`src/design/hex_text_signed_vlq_decoder_top_macros.svh`:
```
// ----------------------------------------------------------------------------
// Assertion macros for the hex text signed VLQ decoder
// Each check samples on posedge clk and is disabled while rst_n is low.
// ----------------------------------------------------------------------------
`ifndef HEX_TEXT_SIGNED_VLQ_DECODER_TOP_MACROS_SVH
`define HEX_TEXT_SIGNED_VLQ_DECODER_TOP_MACROS_SVH

`ifndef SYNTH

// Same-cycle implication.
`define HVLQ_ASSERT_IMPL(label, ante, cons) \
  label: assert property (@(posedge clk) disable iff (!rst_n) (ante) |-> (cons)) \
    else $error("hvlq assertion failed");

// Next-cycle implication.
`define HVLQ_ASSERT_NEXT(label, ante, cons) \
  label: assert property (@(posedge clk) disable iff (!rst_n) (ante) |=> (cons)) \
    else $error("hvlq assertion failed");

`else

`define HVLQ_ASSERT_IMPL(label, ante, cons)
`define HVLQ_ASSERT_NEXT(label, ante, cons)

`endif

`endif

```
`src/design/hvlq_pkg.sv`:
```
// ----------------------------------------------------------------------------
// hvlq_pkg
// Types and constants shared by the hex text signed VLQ decoder.
// ----------------------------------------------------------------------------
`timescale 1ns / 1ps

package hvlq_pkg;

  // Width of the accumulator that builds a number (valid range 8 to 64).
  localparam int VALUE_WIDTH = 32;

  localparam logic [7:0] SIGN_START_MASK = 8'h40;
  localparam logic [7:0] CONTINUE_MASK   = 8'h80;
  localparam logic [7:0] END_BYTE        = 8'h7f;

  localparam logic [7:0] CHAR_SPACE   = 8'h20;
  localparam logic [7:0] CHAR_NEWLINE = 8'h0a;

  localparam logic STATUS_OK        = 1'b0;
  localparam logic STATUS_FORMAT_ERR = 1'b1;

  typedef struct packed {
    logic [7:0] char_code;
    logic       end_of_input;
  } in_item_t;

  typedef struct packed {
    logic signed [31:0] tag_value;
    logic               status;
  } out_item_t;

  // Classification of one character.
  typedef struct packed {
    logic       is_digit;
    logic       is_space;
    logic [3:0] nibble;
  } char_class_t;

endpackage

```
`src/design/hvlq_char_decode.sv`:
```
// ----------------------------------------------------------------------------
// hvlq_char_decode
// Classifies one character as hex digit, skippable whitespace or other.
// ----------------------------------------------------------------------------
`timescale 1ns / 1ps

module hvlq_char_decode (
  input  logic [7:0]                char_code,
  output hvlq_pkg::char_class_t     char_class
);
  import hvlq_pkg::*;

  always_comb begin
    char_class          = '0;
    char_class.is_space = (char_code == CHAR_SPACE) || (char_code == CHAR_NEWLINE);
    if (char_code inside {[8'h30:8'h39]}) begin
      char_class.is_digit = 1'b1;
      char_class.nibble   = char_code[3:0];
    end else if ((char_code inside {[8'h61:8'h66]}) ||
                 (char_code inside {[8'h41:8'h46]})) begin
      // Letters a-f and A-F share their low bits: 1..6 maps to 10..15.
      char_class.is_digit = 1'b1;
      char_class.nibble   = char_code[3:0] + 4'd9;
    end
  end

endmodule

```
`src/design/hex_text_signed_vlq_decoder_top.sv`:
```
// ----------------------------------------------------------------------------
// hex_text_signed_vlq_decoder_top
// Decodes hex text into signed variable-length numbers, high group first.
// ----------------------------------------------------------------------------
// Output: a result is on out_valid in the cycle after the transfer that ends it.
// Throughput: one character per cycle; the input stalls only while a finished
// result sits in the output register and the receiver stalls it.
// Reset: synchronous, active low; clears the held nibble, the accumulator,
// the in-number flag and the output valid.
`timescale 1ns / 1ps

`include "hex_text_signed_vlq_decoder_top_macros.svh"

module hex_text_signed_vlq_decoder_top (
  input  logic                clk,
  input  logic                rst_n,
  input  logic                in_valid,
  output logic                in_stall,
  input  hvlq_pkg::in_item_t  in_data,
  output logic                out_valid,
  input  logic                out_stall,
  output hvlq_pkg::out_item_t out_data
);
  import hvlq_pkg::*;

  // Decoder state. The accumulator holds VALUE_WIDTH bits of the number
  // being built; inside_r is set once a continuation byte has been seen.
  logic [3:0]             pend_r,   pend_nxt;
  logic                   held_r,   held_nxt;
  logic [VALUE_WIDTH-1:0] acc_r,    acc_nxt;
  logic                   inside_r, inside_nxt;

  // Output register.
  logic      out_valid_r, out_valid_nxt;
  out_item_t out_data_r,  out_data_nxt;

  char_class_t char_class;
  logic        in_fire;
  logic        out_fire;

  // Per-item combinational results.
  logic                   byte_ready;
  logic [7:0]             byte_val;
  logic [VALUE_WIDTH-1:0] acc_base;
  logic [VALUE_WIDTH-1:0] acc_shift;
  logic signed [VALUE_WIDTH-1:0] acc_signed;
  logic                   res_valid;
  out_item_t              res_item;

  hvlq_char_decode u_char_decode (
    .char_code  (in_data.char_code),
    .char_class (char_class)
  );

  // The input is held back only when the output register is full and the
  // receiver is not taking it this cycle; otherwise a new transfer can land
  // alongside the one leaving.
  assign in_stall = out_valid_r && out_stall;
  assign in_fire  = in_valid && !in_stall;
  assign out_fire = out_valid_r && !out_stall;

  // Byte assembly. A byte is formed by the second digit of a pair, or by an
  // end of input at a pair boundary, which stands for the closing byte 0x7f.
  always_comb begin
    byte_ready = 1'b0;
    byte_val   = END_BYTE;
    if (in_data.end_of_input) begin
      byte_ready = !held_r;
    end else if (held_r && char_class.is_digit) begin
      byte_ready = 1'b1;
      byte_val   = {pend_r, char_class.nibble};
    end
  end

  // The first byte of a number seeds the accumulator with 0 or all ones
  // from its bit 6; every byte then shifts in its low seven bits.
  assign acc_base   = inside_r ? acc_r :
                      ((byte_val & SIGN_START_MASK) != 8'h00) ? '1 : '0;
  assign acc_shift  = {acc_base[VALUE_WIDTH-8:0], byte_val[6:0]};
  assign acc_signed = acc_shift;

  always_comb begin
    pend_nxt           = pend_r;
    held_nxt           = held_r;
    acc_nxt            = acc_r;
    inside_nxt         = inside_r;
    res_valid          = 1'b0;
    res_item.tag_value = '0;
    res_item.status    = STATUS_OK;

    if (in_data.end_of_input && held_r) begin
      // End of input in the middle of a pair is a format error.
      res_valid       = 1'b1;
      res_item.status = STATUS_FORMAT_ERR;
      pend_nxt        = '0;
      held_nxt        = 1'b0;
      acc_nxt         = '0;
      inside_nxt      = 1'b0;
    end else if (byte_ready) begin
      pend_nxt = '0;
      held_nxt = 1'b0;
      if ((byte_val & CONTINUE_MASK) != 8'h00) begin
        acc_nxt    = acc_shift;
        inside_nxt = 1'b1;
      end else begin
        // Last byte: sign-extend or wrap the accumulator to 32 bits.
        res_valid          = 1'b1;
        res_item.tag_value = 32'(acc_signed);
        acc_nxt            = '0;
        inside_nxt         = 1'b0;
      end
    end else if (!held_r && char_class.is_space) begin
      // Whitespace between pairs is skipped without a result.
    end else if (!char_class.is_digit) begin
      // Any other character, whitespace inside a pair included, is an error.
      res_valid       = 1'b1;
      res_item.status = STATUS_FORMAT_ERR;
      pend_nxt        = '0;
      held_nxt        = 1'b0;
      acc_nxt         = '0;
      inside_nxt      = 1'b0;
    end else begin
      // First digit of a pair.
      pend_nxt = char_class.nibble;
      held_nxt = 1'b1;
    end
  end

  // Output register: loads when an accepted item yields a result, drops its
  // valid once the receiver takes the transfer.
  always_comb begin
    out_valid_nxt = out_valid_r;
    out_data_nxt  = out_data_r;
    if (out_fire) begin
      out_valid_nxt = 1'b0;
    end
    if (in_fire && res_valid) begin
      out_valid_nxt = 1'b1;
      out_data_nxt  = res_item;
    end
  end

  always_ff @(posedge clk) begin
    if (!rst_n) begin
      pend_r      <= '0;
      held_r      <= 1'b0;
      acc_r       <= '0;
      inside_r    <= 1'b0;
      out_valid_r <= 1'b0;
    end else begin
      if (in_fire) begin
        pend_r   <= pend_nxt;
        held_r   <= held_nxt;
        acc_r    <= acc_nxt;
        inside_r <= inside_nxt;
      end
      out_valid_r <= out_valid_nxt;
    end
  end

  always_ff @(posedge clk) begin
    out_data_r <= out_data_nxt;
  end

  assign out_valid = out_valid_r;
  assign out_data  = out_data_r;

  // End of input with half a byte held must report a format error.
  `HVLQ_ASSERT_NEXT(a_eoi_midpair_err, in_fire && in_data.end_of_input && held_r, out_valid_r && out_data_r.status == STATUS_FORMAT_ERR)
  // Every result leaves the decoder at a number boundary with no half byte.
  `HVLQ_ASSERT_NEXT(a_result_clears, in_fire && res_valid, !inside_r && !held_r && acc_r == '0)
  // A format error always carries a zero value.
  `HVLQ_ASSERT_IMPL(a_err_zero, out_valid_r && out_data_r.status == STATUS_FORMAT_ERR, out_data_r.tag_value == '0)

endmodule

```
`config.mk`:
```
export PLATFORM = sky130hd
export DESIGN_NAME = hex_text_signed_vlq_decoder_top
export DESIGN_NICKNAME = d
export VERILOG_FILES = /design/src/design/hvlq_pkg.sv /design/src/design/hvlq_char_decode.sv /design/src/design/hex_text_signed_vlq_decoder_top.sv
export VERILOG_INCLUDE_DIRS = /design/src /design/src/design
export SDC_FILE = /design/constraint.sdc
export NUM_CORES = 1
export LEC_CHECK = 0
export BUFFER_PORTS_ARGS = -buffer_cell sky130_fd_sc_hd__buf_2
export CAP_MARGIN = 40
export CORE_ASPECT_RATIO = 1.75
export CORE_UTILIZATION = 55
export DETAILED_ROUTE_END_ITERATION = 7
export PLACE_DENSITY_LB_ADDON = 0.1
export SETUP_SLACK_MARGIN = 0.3
export SLEW_MARGIN = 10
export SYNTH_ARGS = -nofsm -noshare
export SYNTH_HDL_FRONTEND = slang
export SYNTH_SLANG_ARGS = --single-unit
```
`constraint.sdc`:
```
create_clock -name clk -period 4.6 [get_ports clk]
set_clock_uncertainty 0.05 [all_clocks]
set_input_delay 0.92 -clock clk [delete_from_list [all_inputs] [get_ports clk]]
set_output_delay 0.92 -clock clk [all_outputs]
set_load 0.005 [all_outputs]
```
== Word level (Yosys, flattened, before mapping) ==
Index checks and enable logic that the tools add are counted.

* Register bits: 65
* Input port bits: 13
* Word-level logic and storage cells: 74

* Add/subtract/negate cells: 1
* $lt $le $gt $ge: 6
* Equal/unequal tests: 4
* Multiplexer cells: 36
* Bitwise operators: 1
* Reductions and logical operators: 19

{| class="wikitable"
|+ Operators with widths
! kind !! count
|-
| 25-bit 2-to-1 mux || 7
|-
| 4-bit 2-to-1 mux || 6
|-
| 1-bit 2-to-1 mux || 21
|-
| 8-bit by 7-bit >= comparator with 1-bit output (second input constant) || 2
|-
| 8-bit by 7-bit less-or-equal comparator with 1-bit output (second input constant) || 2
|-
| 8-bit 2-to-1 mux || 2
|-
| 1-bit logical AND || 10
|-
| 8-bit by 4-bit == test with 1-bit output (second input constant) || 1
|-
| 8-bit by 6-bit == test with 1-bit output (second input constant) || 1
|-
| 8-bit by 6-bit >= comparator with 1-bit output (second input constant) || 1
|-
| 8-bit by 6-bit less-or-equal comparator with 1-bit output (second input constant) || 1
|-
| 4-bit adder (second input constant) || 1
|-
| 1-bit logical NOT || 3
|-
| 3-bit by 1-bit != test with 1-bit output (second input constant) || 1
|-
| 3-bit != test (second input constant) || 1
|-
| 3-bit AND reduction || 1
|-
| 3-bit OR reduction || 1
|-
| 1-bit logical OR || 2
|-
| 2-bit AND reduction || 1
|-
| 2-bit nonzero test || 1
|-
| 1-bit inverter || 1
|}

== Depth between registers and ports, before layout ==
* Depth in word-level cells: 13
* Gate-level depth with buffers: 9
* Gate-level depth less buffers: 7

== Modules after synthesis ==
From an unflattened synthesis, not the netlist that was laid out.

* Cell total of the unflattened synthesis: 296
* Area total of the unflattened synthesis: 3,164.3 um^2

{| class="wikitable"
|+ By module, submodules not included
! module !! instances !! cells each !! area each (um^2) !! sequential area each (um^2)
|-
| hex_text_signed_vlq_decoder_top || 1 || 268 || 2,944.1 || 1,631.6
|-
| hvlq_char_decode || 1 || 28 || 220.2 || 0.0
|}

== Least setup slack after synthesis ==
Ideal clock, no wire load.

* Path type: input-to-reg
* Start point: input in_data[1] (netlist bit)
* End point: register out_data_r, in the netlist out_data[0], enable pin
* Setup time: 0.427 ns
* Data arrival time: 3.453 ns
* Required time: 4.123 ns
* Slack: 0.670 ns
* Stages on the path: 7
* Path through: inv_1 ha_1 o21bai_1 a21oi_1 a21o_1 o21ai_0 nor2b_1

* Cells in the longest elaborated chain, start to end: 12
* Elaborated cells between the ends (all ways): 27

{| class="wikitable"
|+ Ends and longest elaborated chain
! item !! line !! text
|-
| start, declared || hex_text_signed_vlq_decoder_top.sv:19 || <nowiki>input hvlq_pkg::in_item_t in_data,</nowiki>
|-
| 8-bit by 7-bit >= comparator with 1-bit output (tied with other cells) || hvlq_char_decode.sv:19 || <nowiki>end else if ((char_code inside {[8'h61:8'h66]}) ||</nowiki>
|-
| 1-bit logical AND (on tied branches) || hvlq_char_decode.sv:19, hvlq_char_decode.sv:20 ||
|-
| 1-bit logical OR || hvlq_char_decode.sv:19 ||
|-
| 1-bit 2-to-1 mux || hvlq_char_decode.sv:19 ||
|-
| 1-bit 2-to-1 mux || hvlq_char_decode.sv:16 || <nowiki>if (char_code inside {[8'h30:8'h39]}) begin</nowiki>
|-
| 1-bit logical AND || hex_text_signed_vlq_decoder_top.sv:69 || <nowiki>end else if (held_r && char_class.is_digit) begin</nowiki>
|-
| 8-bit 2-to-1 mux || hex_text_signed_vlq_decoder_top.sv:69 ||
|-
| 8-bit 2-to-1 mux || hex_text_signed_vlq_decoder_top.sv:67 || <nowiki>if (in_data.end_of_input) begin</nowiki>
|-
| 1-bit 2-to-1 mux || hex_text_signed_vlq_decoder_top.sv:102 || <nowiki>if ((byte_val & CONTINUE_MASK) != 8'h00) begin</nowiki>
|-
| 1-bit 2-to-1 mux * || hex_text_signed_vlq_decoder_top.sv:99 || <nowiki>end else if (byte_ready) begin</nowiki>
|-
| 1-bit 2-to-1 mux * || hex_text_signed_vlq_decoder_top.sv:91 || <nowiki>if (in_data.end_of_input && held_r) begin</nowiki>
|-
| 1-bit logical AND * || hex_text_signed_vlq_decoder_top.sv:137 || <nowiki>if (in_fire && res_valid) begin</nowiki>
|-
| end signal, assigned || hex_text_signed_vlq_decoder_top.sv:162 || <nowiki>out_data_r <= out_data_nxt;</nowiki>
|-
| end, declared || hex_text_signed_vlq_decoder_top.sv:35 || <nowiki>out_item_t out_data_r, out_data_nxt;</nowiki>
|}

Mark *: on every way between the ends. The rest lies on a longest branch, timed or not.
A chain may end at the register's enable or synchronous reset.

== Worst setup path after layout ==
* Start point: input in_data[1] (netlist bit)
* End point: register acc_r[9]

* Cells in the longest elaborated chain, start to end: 13
* Elaborated cells between the ends (all ways): 29

{| class="wikitable"
|+ Ends and longest elaborated chain
! item !! line !! text
|-
| 8-bit by 7-bit >= comparator with 1-bit output (tied with other cells) || hvlq_char_decode.sv:19 ||
|-
| 1-bit logical AND (on tied branches) || hvlq_char_decode.sv:19, hvlq_char_decode.sv:20 ||
|-
| 1-bit logical OR || hvlq_char_decode.sv:19 ||
|-
| 1-bit 2-to-1 mux || hvlq_char_decode.sv:19 ||
|-
| 1-bit 2-to-1 mux || hvlq_char_decode.sv:16 ||
|-
| 1-bit logical AND || hex_text_signed_vlq_decoder_top.sv:69 ||
|-
| 8-bit 2-to-1 mux || hex_text_signed_vlq_decoder_top.sv:69 ||
|-
| 8-bit 2-to-1 mux || hex_text_signed_vlq_decoder_top.sv:67 ||
|-
| 25-bit 2-to-1 mux || hex_text_signed_vlq_decoder_top.sv:78 || <nowiki>((byte_val & SIGN_START_MASK) != 8'h00) ? '1 : '0;</nowiki>
|-
| 25-bit 2-to-1 mux || hex_text_signed_vlq_decoder_top.sv:77 || <nowiki>assign acc_base = inside_r ? acc_r :</nowiki>
|-
| 25-bit 2-to-1 mux || hex_text_signed_vlq_decoder_top.sv:102 ||
|-
| 25-bit 2-to-1 mux || hex_text_signed_vlq_decoder_top.sv:99 ||
|-
| 25-bit 2-to-1 mux || hex_text_signed_vlq_decoder_top.sv:91 ||
|-
| end signal, assigned || hex_text_signed_vlq_decoder_top.sv:154 || <nowiki>acc_r <= acc_nxt;</nowiki>
|-
| end, declared || hex_text_signed_vlq_decoder_top.sv:30 || <nowiki>logic [VALUE_WIDTH-1:0] acc_r, acc_nxt;</nowiki>
|}

Several ways; a longest one is shown, not always the timed one.

==> impl_results.md <==
* Status: finished clean
* Post-synth EDFFs at 33
* Share of the synthesized area in the top cell type at 36.23%
* Clock buffer count from CTS at 9
* P&R area growth vs syn at 16.65%
* Vias per Instance at 5.640
* Arrival @ worst endpoint at 3400 ps
* Worst-path clk slew at 60 ps
* Main synth FF type: edfxtp_1
* Synthesis-stage register bit count at 65
* Synth area leaders: edfxtp_1, dfxtp_1, o2bb2ai_2, o2bb2ai_1, nor2b_1
* Crit path kind: input port to flip-flop
* Lkg Pwr at 0.001260 uW
* DRC at 0
* Gate Count Post-Synth at 229
* Sequential share of power at 56.4%
* WL/cell at 14.91 um
* Crit path cell chain: buf_2 > inv_1 > ha_1 > o21bai_1 > a21oi_1 > a21oi_2 > or4_1 > o2bb2ai_1
* Actual slew at the worst max-slew pin at 807.6 ps
* Hold crit path type: flip-flop to flip-flop
* RePlAce Congestion at 0.7709
* Initial antenna violation count at 0
* Die extent in x at 55.31 um
* Yosys warning count at 0
* Vias in the first global route at 1,808
* Seq/Total Area, Yosys at 59.65%
* Clock power share at 35.4%
* PostCTS Resize Cnt at 0
* H-tree depth at 3
* Syn Nets at 246
* Combinational group share of total power at 8.2%
* IO buf count at 47
* Leading area contributor after synthesis: edfxtp_1
* Clock Latency Late Sink at 320 ps
* Max Cap Viol at 0
* Die height at 95.29 um
* Final Cycle Share at 69.68%
* Crit path max fanout at 18
* CTS tree: built
* Fin. Hold Viols at 0
* RSZ-0062 raised after global routing: false
* Routed Antenna Nets at 0
* Syn avg cell area at 11.94 um2
* Crit-path max cell delay at 930 ps
* Crit. End Element: flip-flop
* Cell variety after synth at 41
* Worst r2r path cells at 3
* Core box area at 0.004748 mm2
* All-Layer GR Usage at 21.14%
* Clock sink count at 65
* Worst rel slew slack at 46.16%
* Hold_buf cts at 0
* Starting Density at 57.60%
* Post-CTS setup buffer count at 0
* Commonest cells in the netlist: edfxtp_1, dfxtp_1, nor2_1, nor2b_1, o2bb2ai_1
* Routed vias at 1,895
* Buffers and inverters on the worst path at 2
* Nets@finish at 297
* I/O pins at 48
* Crit path required time at 4800 ps
* Total power divided by cell area at 355.6 mW/mm2
* Total wire length at 5.009 mm
* CTS Root Cell: clkbuf_8
* First-pass GRT wire length at 8.445 mm
* CP top delay family: compound AO/OA/AOI/OAI gates
* Final Util at 67.19%
* Share of post-route cells with drive strength above 1 at 27.46%
* Net Sw Power at 258.3 uW
* Largest net degree at the start of global routing at 34
* N_diodes at 0
* Die area at 0.005270 mm2
* Setup TNS at 0 ps
* Slowest library cell on the worst path: or4_1
* Post-DP HPWL at 3.453 mm
* Initial DRC Count at 47
* Period minus WS final at 3205 ps
* Sw Share at 22.77%
* Clk buf depth at 2
* Async SR Flop Fraction at 0%
* Row cnt at 33
* Total congestion overflow at 0
* Maximum clock frequency at 312.0 MHz
* Critical path depth at 8
* Total power at 1135 uW
* Endpoints failing setup at 0
* Final hold slack at 421.0 ps
* CP Launch Type: input port
* P_int at 876.3 uW
* Maximum vdd drop at 0.2854 mV
* Top-count cell post-synth: edfxtp_1
* Hold Path Depth at 1
* DR pass1 iterations at 4
* Pins Over Slew Limit at 0
* Netlist Area Pre-Place at 0.002735 mm2
[through the flow]
| step | instances | setup slack (ps) | cell area [um2] |
|---|---|---|---|
| after global placement | 320 | 1154 | 3013 |
| after global routing | 336 | 1301 | 3191 |
| after detailed placement | 320 | 1078 | 3013 |
| after floorplan | 229 | 670.3 | 2735 |
| final | 336 | 1395 | 3191 |
| after CTS | 335 | 1430 | 3176 |
[state kept, by name (all words and copies together), names as in the netlist]
signal,cells
acc_r,25
out_valid,1
out_data,33
pend_r,4
held_r,1
inside_r,1
[path summary, 6_finish.rpt]
check                   to  slack, ps       start
setup / recovery  acc_r[9]       1390  in_data[1]
hold / removal    acc_r[2]        420    acc_r[2]
setup reg to reg  acc_r[9]       2380    inside_r
hold reg to reg   acc_r[2]        420    acc_r[2]
[kinds of logic (layout without fill, tap and decap cells)]
logic type               count (synthesis)  count (layout)  share of synthesized area, %
AND/OR/NAND/NOR                         71              71                         13.91
buffers and inverters                   22              77                         3.522
flip-flops                              65              65                         59.65
XOR/XNOR                                 1               1                        0.3203
AO/OA/AOI/OAI                           65              65                         20.40
adder cells (fa/ha/maj)                  4               4                         1.830
multiplexers                             1               1                        0.3660
[area by class of cell]
class	instances	area (um2)
Timing Repair Buffer	50	265.3
Inverter	12	45.04
Multi-Input combinational cell	142	1021
Fill cell	351	1558
Sequential cell	65	1632
Tap cell	52	65.06
Clock buffer	12	145.1
Clock inverter	3	17.52
[layout by cell type, fill, tap and decap left out, drive strengths merged, types with 5 or more instances in the layout]
| cell type | count |
|---|---|
| a21o | 5 |
| a21oi | 14 |
| buf | 50 |
| clkbuf | 12 |
| dfxtp | 32 |
| edfxtp | 33 |
| inv | 12 |
| nand2 | 7 |
| nor2 | 25 |
| nor2b | 19 |
| o21ai | 8 |
| o2bb2ai | 24 |
[power by group through the flow]
stage | sequential [uW] | combinational (uW) | clock (uW)
floorplan | 657 | 45.3 | 0
global placement | 652 | 90.9 | 0
detailed placement | 652 | 92.6 | 0
CTS | 640 | 92.8 | 413
global route | 641 | 104 | 444
finish | 640 | 93.4 | 402
[per-layer routing]
layer / track usage [%] / vias to the layer above / part of all wire (%)
met5: 0 / - / 0
met3: 5.563 / 17 / 3.9
met4: 13.33 / 0 / 4.4
li1: - / 936 / -
met1: 22.89 / 886 / 41
met2: 36.55 / 56 / 51
Power figures use the tool's default switching activity.
